[config.mk]
export PLATFORM = sky130hd
export DESIGN_NAME = lru_page_replacement_core_flat
export DESIGN_NICKNAME = d
export VERILOG_FILES = /design/src/rtl/lru_pkg.sv /design/src/rtl/lru_if.sv /design/src/rtl/lru_ctrl.sv /design/src/rtl/lru_dp.sv /design/src/rtl/lru_page_replacement_core.sv /design/src/flat_wrapper.sv
export VERILOG_INCLUDE_DIRS = /design/src /design/src/rtl
export SDC_FILE = /design/constraint.sdc
export NUM_CORES = 1
export LEC_CHECK = 0
export BUFFER_PORTS_ARGS = -buffer_cell sky130_fd_sc_hd__buf_2
export CORE_ASPECT_RATIO = 1.4
export CORE_MARGIN = 2
export CORE_UTILIZATION = 25
export CTS_CLUSTER_SIZE = 20
export DETAILED_ROUTE_END_ITERATION = 10
export GPL_TIMING_DRIVEN = 0
export PLACE_DENSITY = 0.4
export SYNTH_ARGS = -nofsm -noshare
export SYNTH_HDL_FRONTEND = slang
export SYNTH_HIERARCHICAL = 1
export SYNTH_SLANG_ARGS = --single-unit
[constraint.sdc]
create_clock -name i_clk -period 11.9 [get_ports i_clk]
set_clock_uncertainty 0.05 [all_clocks]
set_input_delay 1.785 -clock i_clk [delete_from_list [all_inputs] [get_ports i_clk]]
set_output_delay 1.785 -clock i_clk [all_outputs]
set_load 0.02 [all_outputs]
[src/rtl/assert_macros.svh]
// ---------------------------------------------------------------------------
// Assertion macros
// Shared concurrent assertion forms for the page replacement block.
// ---------------------------------------------------------------------------
`ifndef ASSERT_MACROS_SVH
`define ASSERT_MACROS_SVH

// Same-cycle implication, disabled while reset is asserted.
`define ASSERT_SAME(label, clk, rst_n, ante, cons, msg) \
    label: assert property (@(posedge clk) disable iff (!(rst_n)) (ante) |-> (cons)) \
        else $error(msg);

// Next-cycle implication, disabled while reset is asserted.
`define ASSERT_NEXT(label, clk, rst_n, ante, cons, msg) \
    label: assert property (@(posedge clk) disable iff (!(rst_n)) (ante) |=> (cons)) \
        else $error(msg);

`endif

[src/rtl/lru_pkg.sv]
// ---------------------------------------------------------------------------
// LRU page replacement package
// Field widths, controller state encoding and command/status bundles.
// ---------------------------------------------------------------------------
`timescale 1ns / 1ps

package lru_pkg;

    localparam int unsigned PAGE_W       = 20;
    localparam int unsigned CFG_W        = 5;
    localparam int unsigned RESET_FRAMES = 16;

    typedef enum logic [1:0] {
        ST_IDLE   = 2'b01,
        ST_LOOKUP = 2'b10
    } t_lru_state;

    // Commands from the controller to the datapath.
    typedef struct packed {
        logic capture;    // latch the page number of an accepted reference
        logic cfg_write;  // load the frame count and empty the store
        logic update;     // resolve the latched reference and post its result
    } t_lru_cmd;

    // Status from the datapath to the controller.
    typedef struct packed {
        logic out_free;   // the result register can take a new result this cycle
    } t_lru_status;

endpackage

[src/rtl/lru_if.sv]
// ---------------------------------------------------------------------------
// LRU page replacement channel interfaces
// Reference, result and configuration channels with valid/ready handshakes.
// ---------------------------------------------------------------------------
`timescale 1ns / 1ps

interface lru_req_if;
    logic                         valid;
    logic                         ready;
    logic [lru_pkg::PAGE_W-1:0]   page_number;

    modport source (output valid, output page_number, input ready);
    modport sink   (input valid, input page_number, output ready);
endinterface

interface lru_rsp_if;
    logic valid;
    logic ready;
    logic hit;

    modport source (output valid, output hit, input ready);
    modport sink   (input valid, input hit, output ready);
endinterface

interface lru_cfg_if;
    logic                        valid;
    logic                        ready;
    logic [lru_pkg::CFG_W-1:0]   data;

    modport source (output valid, output data, input ready);
    modport sink   (input valid, input data, output ready);
endinterface

[src/rtl/lru_ctrl.sv]
// ---------------------------------------------------------------------------
// LRU controller
// Sequences one reference at a time: accept, then resolve and post result.
// ---------------------------------------------------------------------------
`timescale 1ns / 1ps

`include "assert_macros.svh"

module lru_ctrl (
    input  logic                  i_clk,
    input  logic                  i_rst_n,
    input  logic                  i_req_valid,
    output logic                  o_req_ready,
    input  logic                  i_cfg_valid,
    output logic                  o_cfg_ready,
    input  lru_pkg::t_lru_status  i_status,
    output lru_pkg::t_lru_cmd     o_cmd
);
    import lru_pkg::*;

    t_lru_state r_state;
    t_lru_state n_state;

    always_ff @(posedge i_clk) begin
        if (!i_rst_n) begin
            r_state <= ST_IDLE;
        end else begin
            r_state <= n_state;
        end
    end

    always_comb begin
        n_state       = r_state;
        o_req_ready   = 1'b0;
        o_cfg_ready   = 1'b0;
        o_cmd         = '0;
        case (r_state)
            ST_IDLE: begin
                o_req_ready     = 1'b1;
                o_cfg_ready     = 1'b1;
                o_cmd.cfg_write = i_cfg_valid;
                if (i_req_valid) begin
                    o_cmd.capture = 1'b1;
                    n_state       = ST_LOOKUP;
                end
            end
            ST_LOOKUP: begin
                // Wait here while the previous result has not been taken.
                if (i_status.out_free) begin
                    o_cmd.update = 1'b1;
                    n_state      = ST_IDLE;
                end
            end
            default: begin
                n_state = ST_IDLE;
            end
        endcase
    end

    `ASSERT_SAME(a_update_needs_room, i_clk, i_rst_n, o_cmd.update, i_status.out_free, "update without room for the result")
    `ASSERT_NEXT(a_capture_to_lookup, i_clk, i_rst_n, o_cmd.capture, r_state == ST_LOOKUP, "accepted reference not followed by lookup")

endmodule

[src/rtl/lru_dp.sv]
// ---------------------------------------------------------------------------
// LRU datapath
// Frame tags with valid bits and recency ranks, fill count and result register.
// ---------------------------------------------------------------------------
`timescale 1ns / 1ps

`include "assert_macros.svh"

module lru_dp #(
    parameter int unsigned MAX_FRAMES = 16
) (
    input  logic                        i_clk,
    input  logic                        i_rst_n,
    input  lru_pkg::t_lru_cmd           i_cmd,
    output lru_pkg::t_lru_status        o_status,
    input  logic [lru_pkg::PAGE_W-1:0]  i_page_number,
    input  logic [lru_pkg::CFG_W-1:0]   i_cfg_data,
    input  logic                        i_out_ready,
    output logic                        o_out_valid,
    output logic                        o_out_hit
);
    import lru_pkg::*;

    localparam int unsigned RW = (MAX_FRAMES > 1) ? $clog2(MAX_FRAMES) : 1;
    localparam int unsigned CW = $clog2(MAX_FRAMES + 1);
    localparam int unsigned RST_FRAMES =
        (RESET_FRAMES > MAX_FRAMES) ? MAX_FRAMES : RESET_FRAMES;

    logic [PAGE_W-1:0]     r_page [MAX_FRAMES];
    logic [RW-1:0]         r_rank [MAX_FRAMES];
    logic [RW-1:0]         n_rank [MAX_FRAMES];
    logic [MAX_FRAMES-1:0] r_valid;
    logic [MAX_FRAMES-1:0] n_valid;
    logic [CW-1:0]         r_filled;
    logic [CW-1:0]         n_filled;
    logic [CW-1:0]         r_frame_limit;
    logic [CW-1:0]         n_frame_limit;
    logic [PAGE_W-1:0]     r_req_page;
    logic                  r_out_valid;
    logic                  r_out_hit;

    logic [MAX_FRAMES-1:0] match;
    logic [MAX_FRAMES-1:0] victim;
    logic [MAX_FRAMES-1:0] kept;
    logic [MAX_FRAMES-1:0] slot;
    logic                  hit;
    logic                  full;
    logic [RW-1:0]         hit_rank;
    logic                  slot_found;

    assign o_status.out_free = !r_out_valid || i_out_ready;
    assign o_out_valid       = r_out_valid;
    assign o_out_hit         = r_out_hit;

    // Tag compare, victim and free-slot selection for the latched page.
    always_comb begin
        hit_rank   = '0;
        slot       = '0;
        slot_found = 1'b0;
        full       = (r_filled == r_frame_limit);
        for (int i = 0; i < MAX_FRAMES; i++) begin
            match[i] = r_valid[i] && (r_page[i] == r_req_page);
        end
        hit = |match;
        for (int i = 0; i < MAX_FRAMES; i++) begin
            if (match[i]) begin
                hit_rank = hit_rank | r_rank[i];
            end
            // The least recently used frame holds the highest rank.
            victim[i] = r_valid[i] && full && !hit &&
                        (CW'(r_rank[i]) == r_filled - CW'(1));
        end
        kept = r_valid & ~victim;
        for (int i = 0; i < MAX_FRAMES; i++) begin
            if (!kept[i] && !slot_found) begin
                slot[i]    = 1'b1;
                slot_found = 1'b1;
            end
        end
    end

    always_comb begin
        n_valid       = r_valid;
        n_filled      = r_filled;
        n_frame_limit = r_frame_limit;
        for (int i = 0; i < MAX_FRAMES; i++) begin
            n_rank[i] = r_rank[i];
        end
        if (i_cmd.cfg_write) begin
            n_valid  = '0;
            n_filled = '0;
            for (int i = 0; i < MAX_FRAMES; i++) begin
                n_rank[i] = '0;
            end
            if (i_cfg_data == '0) begin
                n_frame_limit = CW'(1);
            end else if (32'(i_cfg_data) > 32'(MAX_FRAMES)) begin
                n_frame_limit = CW'(MAX_FRAMES);
            end else begin
                n_frame_limit = CW'(i_cfg_data);
            end
        end else if (i_cmd.update) begin
            if (hit) begin
                for (int i = 0; i < MAX_FRAMES; i++) begin
                    if (match[i]) begin
                        n_rank[i] = '0;
                    end else if (r_valid[i] && (r_rank[i] < hit_rank)) begin
                        n_rank[i] = r_rank[i] + RW'(1);
                    end
                end
            end else begin
                n_valid = kept | slot;
                if (!full) begin
                    n_filled = r_filled + CW'(1);
                end
                for (int i = 0; i < MAX_FRAMES; i++) begin
                    if (kept[i]) begin
                        n_rank[i] = r_rank[i] + RW'(1);
                    end else begin
                        n_rank[i] = '0;
                    end
                end
            end
        end
    end

    always_ff @(posedge i_clk) begin
        if (!i_rst_n) begin
            r_valid       <= '0;
            r_filled      <= '0;
            r_frame_limit <= CW'(RST_FRAMES);
            r_out_valid   <= 1'b0;
            for (int i = 0; i < MAX_FRAMES; i++) begin
                r_rank[i] <= '0;
            end
        end else begin
            r_valid       <= n_valid;
            r_filled      <= n_filled;
            r_frame_limit <= n_frame_limit;
            for (int i = 0; i < MAX_FRAMES; i++) begin
                r_rank[i] <= n_rank[i];
            end
            if (i_cmd.update) begin
                r_out_valid <= 1'b1;
            end else if (i_out_ready) begin
                r_out_valid <= 1'b0;
            end
        end
    end

    // Payload registers carry no reset.
    always_ff @(posedge i_clk) begin
        if (i_cmd.capture) begin
            r_req_page <= i_page_number;
        end
        if (i_cmd.update) begin
            r_out_hit <= hit;
        end
        for (int i = 0; i < MAX_FRAMES; i++) begin
            if (i_cmd.update && !hit && slot[i]) begin
                r_page[i] <= r_req_page;
            end
        end
    end

    `ASSERT_SAME(a_single_match, i_clk, i_rst_n, i_cmd.update, $onehot0(match), "page resident in more than one frame")
    `ASSERT_SAME(a_fill_count, i_clk, i_rst_n, 1'b1, $countones(r_valid) == r_filled, "fill count differs from valid frames")
    `ASSERT_SAME(a_victim_found, i_clk, i_rst_n, i_cmd.update && !hit && full, $onehot(victim), "no unique victim on a full fault")
    `ASSERT_SAME(a_within_limit, i_clk, i_rst_n, 1'b1, r_filled <= r_frame_limit, "more frames filled than configured")

endmodule

[src/rtl/lru_page_replacement_core.sv]
// ---------------------------------------------------------------------------
// LRU page replacement core
// Fully associative least-recently-used frame store with hit/fault result.
// ---------------------------------------------------------------------------
// Each reference passes through the controller's idle and lookup states: idle
// accepts the page number, then lookup compares it against all frame tags,
// updates the recency ranks and posts the hit flag to the result register;
// the lookup waits while the previous result is still held, and no new
// reference is accepted until it is done. A frame count write is a single transfer on the
// configuration channel that empties the store at once; values of zero read
// as one and values above MAX_FRAMES read as MAX_FRAMES. After reset all
// frames are empty and the frame count is 16 (or MAX_FRAMES if smaller).
`timescale 1ns / 1ps

module lru_page_replacement_core #(
    parameter int unsigned MAX_FRAMES = 16
) (
    input  logic      i_clk,
    input  logic      i_rst_n,
    lru_req_if.sink   i_req,
    lru_rsp_if.source o_rsp,
    lru_cfg_if.sink   i_cfg
);
    import lru_pkg::*;

    t_lru_cmd    cmd;
    t_lru_status status;

    lru_ctrl u_ctrl (
        .i_clk       (i_clk),
        .i_rst_n     (i_rst_n),
        .i_req_valid (i_req.valid),
        .o_req_ready (i_req.ready),
        .i_cfg_valid (i_cfg.valid),
        .o_cfg_ready (i_cfg.ready),
        .i_status    (status),
        .o_cmd       (cmd)
    );

    lru_dp #(
        .MAX_FRAMES (MAX_FRAMES)
    ) u_dp (
        .i_clk         (i_clk),
        .i_rst_n       (i_rst_n),
        .i_cmd         (cmd),
        .o_status      (status),
        .i_page_number (i_req.page_number),
        .i_cfg_data    (i_cfg.data),
        .i_out_ready   (o_rsp.ready),
        .o_out_valid   (o_rsp.valid),
        .o_out_hit     (o_rsp.hit)
    );

endmodule
[src/flat_wrapper.sv]
// flat-port wrapper written by rule: the top's interface ports become plain ports
module lru_page_replacement_core_flat import lru_pkg::*;
#(
    parameter int unsigned MAX_FRAMES = 16
)
  (i_clk, i_rst_n, i_req_valid, i_req_page_number, i_req_ready, o_rsp_valid, o_rsp_hit, o_rsp_ready, i_cfg_valid, i_cfg_data, i_cfg_ready);
  lru_req_if i_req_i ();
  lru_rsp_if o_rsp_i ();
  lru_cfg_if i_cfg_i ();
  input  logic i_clk;
  input  logic i_rst_n;
  input wire logic [$bits(i_req_i.valid)-1:0] i_req_valid;
  input wire logic [$bits(i_req_i.page_number)-1:0] i_req_page_number;
  output wire logic [$bits(i_req_i.ready)-1:0] i_req_ready;
  output wire logic [$bits(o_rsp_i.valid)-1:0] o_rsp_valid;
  output wire logic [$bits(o_rsp_i.hit)-1:0] o_rsp_hit;
  input wire logic [$bits(o_rsp_i.ready)-1:0] o_rsp_ready;
  input wire logic [$bits(i_cfg_i.valid)-1:0] i_cfg_valid;
  input wire logic [$bits(i_cfg_i.data)-1:0] i_cfg_data;
  output wire logic [$bits(i_cfg_i.ready)-1:0] i_cfg_ready;
  assign i_req_i.valid = i_req_valid;
  assign i_req_i.page_number = i_req_page_number;
  assign i_req_ready = i_req_i.ready;
  assign o_rsp_valid = o_rsp_i.valid;
  assign o_rsp_hit = o_rsp_i.hit;
  assign o_rsp_i.ready = o_rsp_ready;
  assign i_cfg_i.valid = i_cfg_valid;
  assign i_cfg_i.data = i_cfg_data;
  assign i_cfg_ready = i_cfg_i.ready;
  lru_page_replacement_core #(.MAX_FRAMES(MAX_FRAMES)) u_core (.i_clk(i_clk), .i_rst_n(i_rst_n), .i_req(i_req_i), .o_rsp(o_rsp_i), .i_cfg(i_cfg_i));
endmodule
==> results.txt <==
ys async rst share = 0
number of setup buffers added after CTS = 0
Placed Cells = 3243
total die area = 96500 um^2
pre-CTS setup slack = 4.58 ns
filler-free cell count of the finished design = 3336
Clk Tree Root Cell = sky130_fd_sc_hd__clkbuf_16
PnR Total Power = 3.44 mW
top-count cell post-synth = sky130_fd_sc_hd__edfxtp_1
layout overhead on the synthesized area = 15.3%
worst vdd ir = 0.114 mV
die span in x = 263 um
post-route DRC violation count = 0
sequential share of the synthesized area = 0.515
max-slew headroom at the worst pin = 0.0318
RSZ-0062 raised after global routing = no
ordered cell list for the critical path = buf_2, buf_1, inv_1, ha_1, clkbuf_1, clkbuf_1, xor2_1, nand4_1, and3_1, a41oi_1, nor3b_1, nand4_1, or3_1, nor2_2, buf_16
primary flip-flop cell chosen by synthesis mapping = sky130_fd_sc_hd__edfxtp_1
internal power contribution = 2.59 mW
largest net degree at the start of global routing = 23
Tot GR Track Use = 0.196
smallest hold slack = 0.460 ns
number of iterations in the first detailed-routing pass = 6
largest fanout of any net on the critical path = 18
core area = 93500 um^2
post-route clock period utilization = 0.600
via count of the first global-routing pass = 17323
area of the multi-input gates = 10600 um^2
min Tclk post-route = 7.14 ns
transition time at the pin with the least slew margin = 1.44 ns
P_leak = 8.92 nW
number of maximum-capacitance constraint violations = 0
Final ANT Viol Nets = 0
final design utilization = 0.290
WP data required = 12.16 ns
first-pass GRT wire length = 134000 um
share of post-route cells with drive strength above 1 = 0.115
I/O pin cnt = 34
count of input and output buffers = 33
gp weighted congestion = 0.925
floorplan row count = 133
clock share of power = 0.444
Switching Fraction = 0.248
Yosys top cell area share = 0.436
cell type with the highest aggregate area in the netlist = sky130_fd_sc_hd__edfxtp_1
Final Net Count = 2175
via count of the routed design = 17031
count of pins over their slew limit = 0
hpwl dp = 69200 um
number of sinks handled by clock tree synthesis = 434
Critical Path End Type = flop
die extent in y = 367 um
HP Class = reg2reg
arrival time at the worst endpoint = 7.40 ns
switching power summed over all nets = 853 uW
post-detailed-route via-to-cell ratio = 5.11
critical path class = reg2reg
final standard cell area without fillers = 27100 um^2
biggest area contributors in the synthesized netlist = sky130_fd_sc_hd__edfxtp_1 (44%), sky130_fd_sc_hd__xnor2_1 (8.1%), sky130_fd_sc_hd__dfxtp_1 (7.9%), sky130_fd_sc_hd__xor2_1 (6.2%), sky130_fd_sc_hd__ha_1 (3.5%)
starting DRC count in detailed routing = 1300
routed wire length = 95900 um
number of H-tree branching levels = 2
clock transition at the registers of the reported paths = 0.06 ns
combinational share of power = 0.065
sum of negative setup slack = 0 ns
clock latency on the worst-skew pair = 0.62 ns
Mapped Avg Cell Area = 11.9 um^2
delay contributed by the slowest stage of the critical path = 0.91 ns
run status = finished, final reports clean
Hold Vio Cnt, Final = 0
placed cell areas = 25500 um^2
Reg power frac = 0.491
clock tree buffer depth = 3
TritonCTS clock tree = done
EDFF count, synth = 341
post-synthesis cell count = 1982
Setup-failing EPs final = 0
most frequent cells after synthesis = sky130_fd_sc_hd__edfxtp_1 (341), sky130_fd_sc_hd__xnor2_1 (217), sky130_fd_sc_hd__xor2_1 (165)
summed instance area of the synthesized netlist = 23500 um^2
clock buffer count from CTS = 48
Synth Warn # = 6
starting utilization of the core area = 0.251
maximum clock rate = 140 MHz
initial antenna violation count = 2
startpoint types = flop
CTS resizes = 0
fill cell total of the finished layout = 9647
total area of sequential cells = 12100 um^2
per-cell routed wire length = 28.7 um
power density relative to cell area = 127 nW/um^2
number of buffers added to fix hold violations after cts = 0
Post-Synthesis Net Count = 2078
total overflow reported by the global router = 0
least setup slack across all paths after layout = 4.76 ns
crit path max-delay cell type = sky130_fd_sc_hd__clkbuf_1
number of library cell types mapped by synthesis = 93
flops & latches, synth = 434
==> critical path, delay by kind of cell (launching register included) <==
family,cells,cell delay [ns]
AO/OA/AOI/OAI,1,0.14
XOR/XNOR,1,0.14
adder cells (fa/ha/maj),1,0.34
buffers and inverters,6,3.06
flip-flops,1,0.40
AND/OR/NAND/NOR,6,2.67
==> layout by cell type, fill, tap and decap left out, types with 47 or more instances in the layout <==
cell type,netlist,layout
sky130_fd_sc_hd__clkbuf_16,0,49
sky130_fd_sc_hd__dfxtp_1,93,93
sky130_fd_sc_hd__edfxtp_1,341,341
sky130_fd_sc_hd__ha_1,66,66
sky130_fd_sc_hd__inv_1,52,52
sky130_fd_sc_hd__mux2i_1,51,51
sky130_fd_sc_hd__nand2_1,85,85
sky130_fd_sc_hd__nand3_1,73,73
sky130_fd_sc_hd__nand4_1,83,83
sky130_fd_sc_hd__nor2_1,80,69
sky130_fd_sc_hd__nor3_1,49,47
sky130_fd_sc_hd__nor4_1,54,54
sky130_fd_sc_hd__xnor2_1,217,217
sky130_fd_sc_hd__xor2_1,165,165
==> final cells by class <==
class	instances	share of cell area
sequential	434	0.447
multi-input combinational	1398	0.392
tap	1215	0.0561
clock buffer	60	0.0468
buffer	98	0.0249
timing repair buffer	47	0.0144
clock inverter	30	0.0112
inverter	52	0.00721
antenna	2	0.000185
==> logic make-up after synthesis <==
logic type / Yosys count / share of synthesized area
simple gates: 570 / 0.135
flops: 434 / 0.515
xor+xnor: 394 / 0.154
compound gates: 302 / 0.0943
buf+inv: 150 / 0.0371
mux: 66 / 0.0289
fa+ha+maj: 66 / 0.0352
==> worst paths after layout <==
check | from | end | slack (ns) | cells after the start
worst max register to register | u_core/u_dp/r_filled[0]$_SDFFE_PP0P_ | u_core/u_dp/r_page[1][153]$_DFFE_PP_ | 4.76 | 15
worst min-delay path | u_core/u_dp/r_frame_limit[0]$_SDFFE_PN0P_ | u_core/u_dp/r_frame_limit[0]$_SDFFE_PN0P_ | 0.46 | 2
worst max-delay path | u_core/u_dp/r_filled[0]$_SDFFE_PP0P_ | u_core/u_dp/r_page[1][153]$_DFFE_PP_ | 4.76 | 15
worst min register to register | u_core/u_dp/r_frame_limit[0]$_SDFFE_PN0P_ | u_core/u_dp/r_frame_limit[0]$_SDFFE_PN0P_ | 0.46 | 2
==> sequential cells by signal (all words and copies together) (netlist names) <==
name                       cells
u_core/u_dp/r_frame_limit      5
u_core/u_dp/r_rank            64
u_core/u_dp/r_valid           16
u_core/u_ctrl/r_state          2
u_core/u_dp/r_page           320
u_core/u_dp/r_req_page        20
u_core/u_dp/o_out_valid        1
u_core/u_dp/r_filled           5
u_core/u_dp/o_out_hit          1
==> layer usage <==
layer / routed length, um / GRT usage / vias to the layer above
met2: 51000 / 0.371 / 568
li1: - / - / 7674
met5: 12 / 0 / -
met4: 5490 / 0.100 / 2
met3: 3900 / 0.0242 / 220
met1: 35400 / 0.211 / 8567
==> power by group through the flow <==
stage | Combinational (mW) | Clock [mW] | Sequential [mW]
2_1_floorplan | 0.141 | 0 | 1.69
3_3_place_gp | 0.224 | 0 | 1.72
3_5_place_dp | 0.224 | 0 | 1.72
4_1_cts | 0.225 | 1.56 | 1.69
5_1_grt | 0.237 | 1.62 | 1.69
6_report | 0.224 | 1.53 | 1.69
No activity file was read; power rests on OpenSTA's default activity.
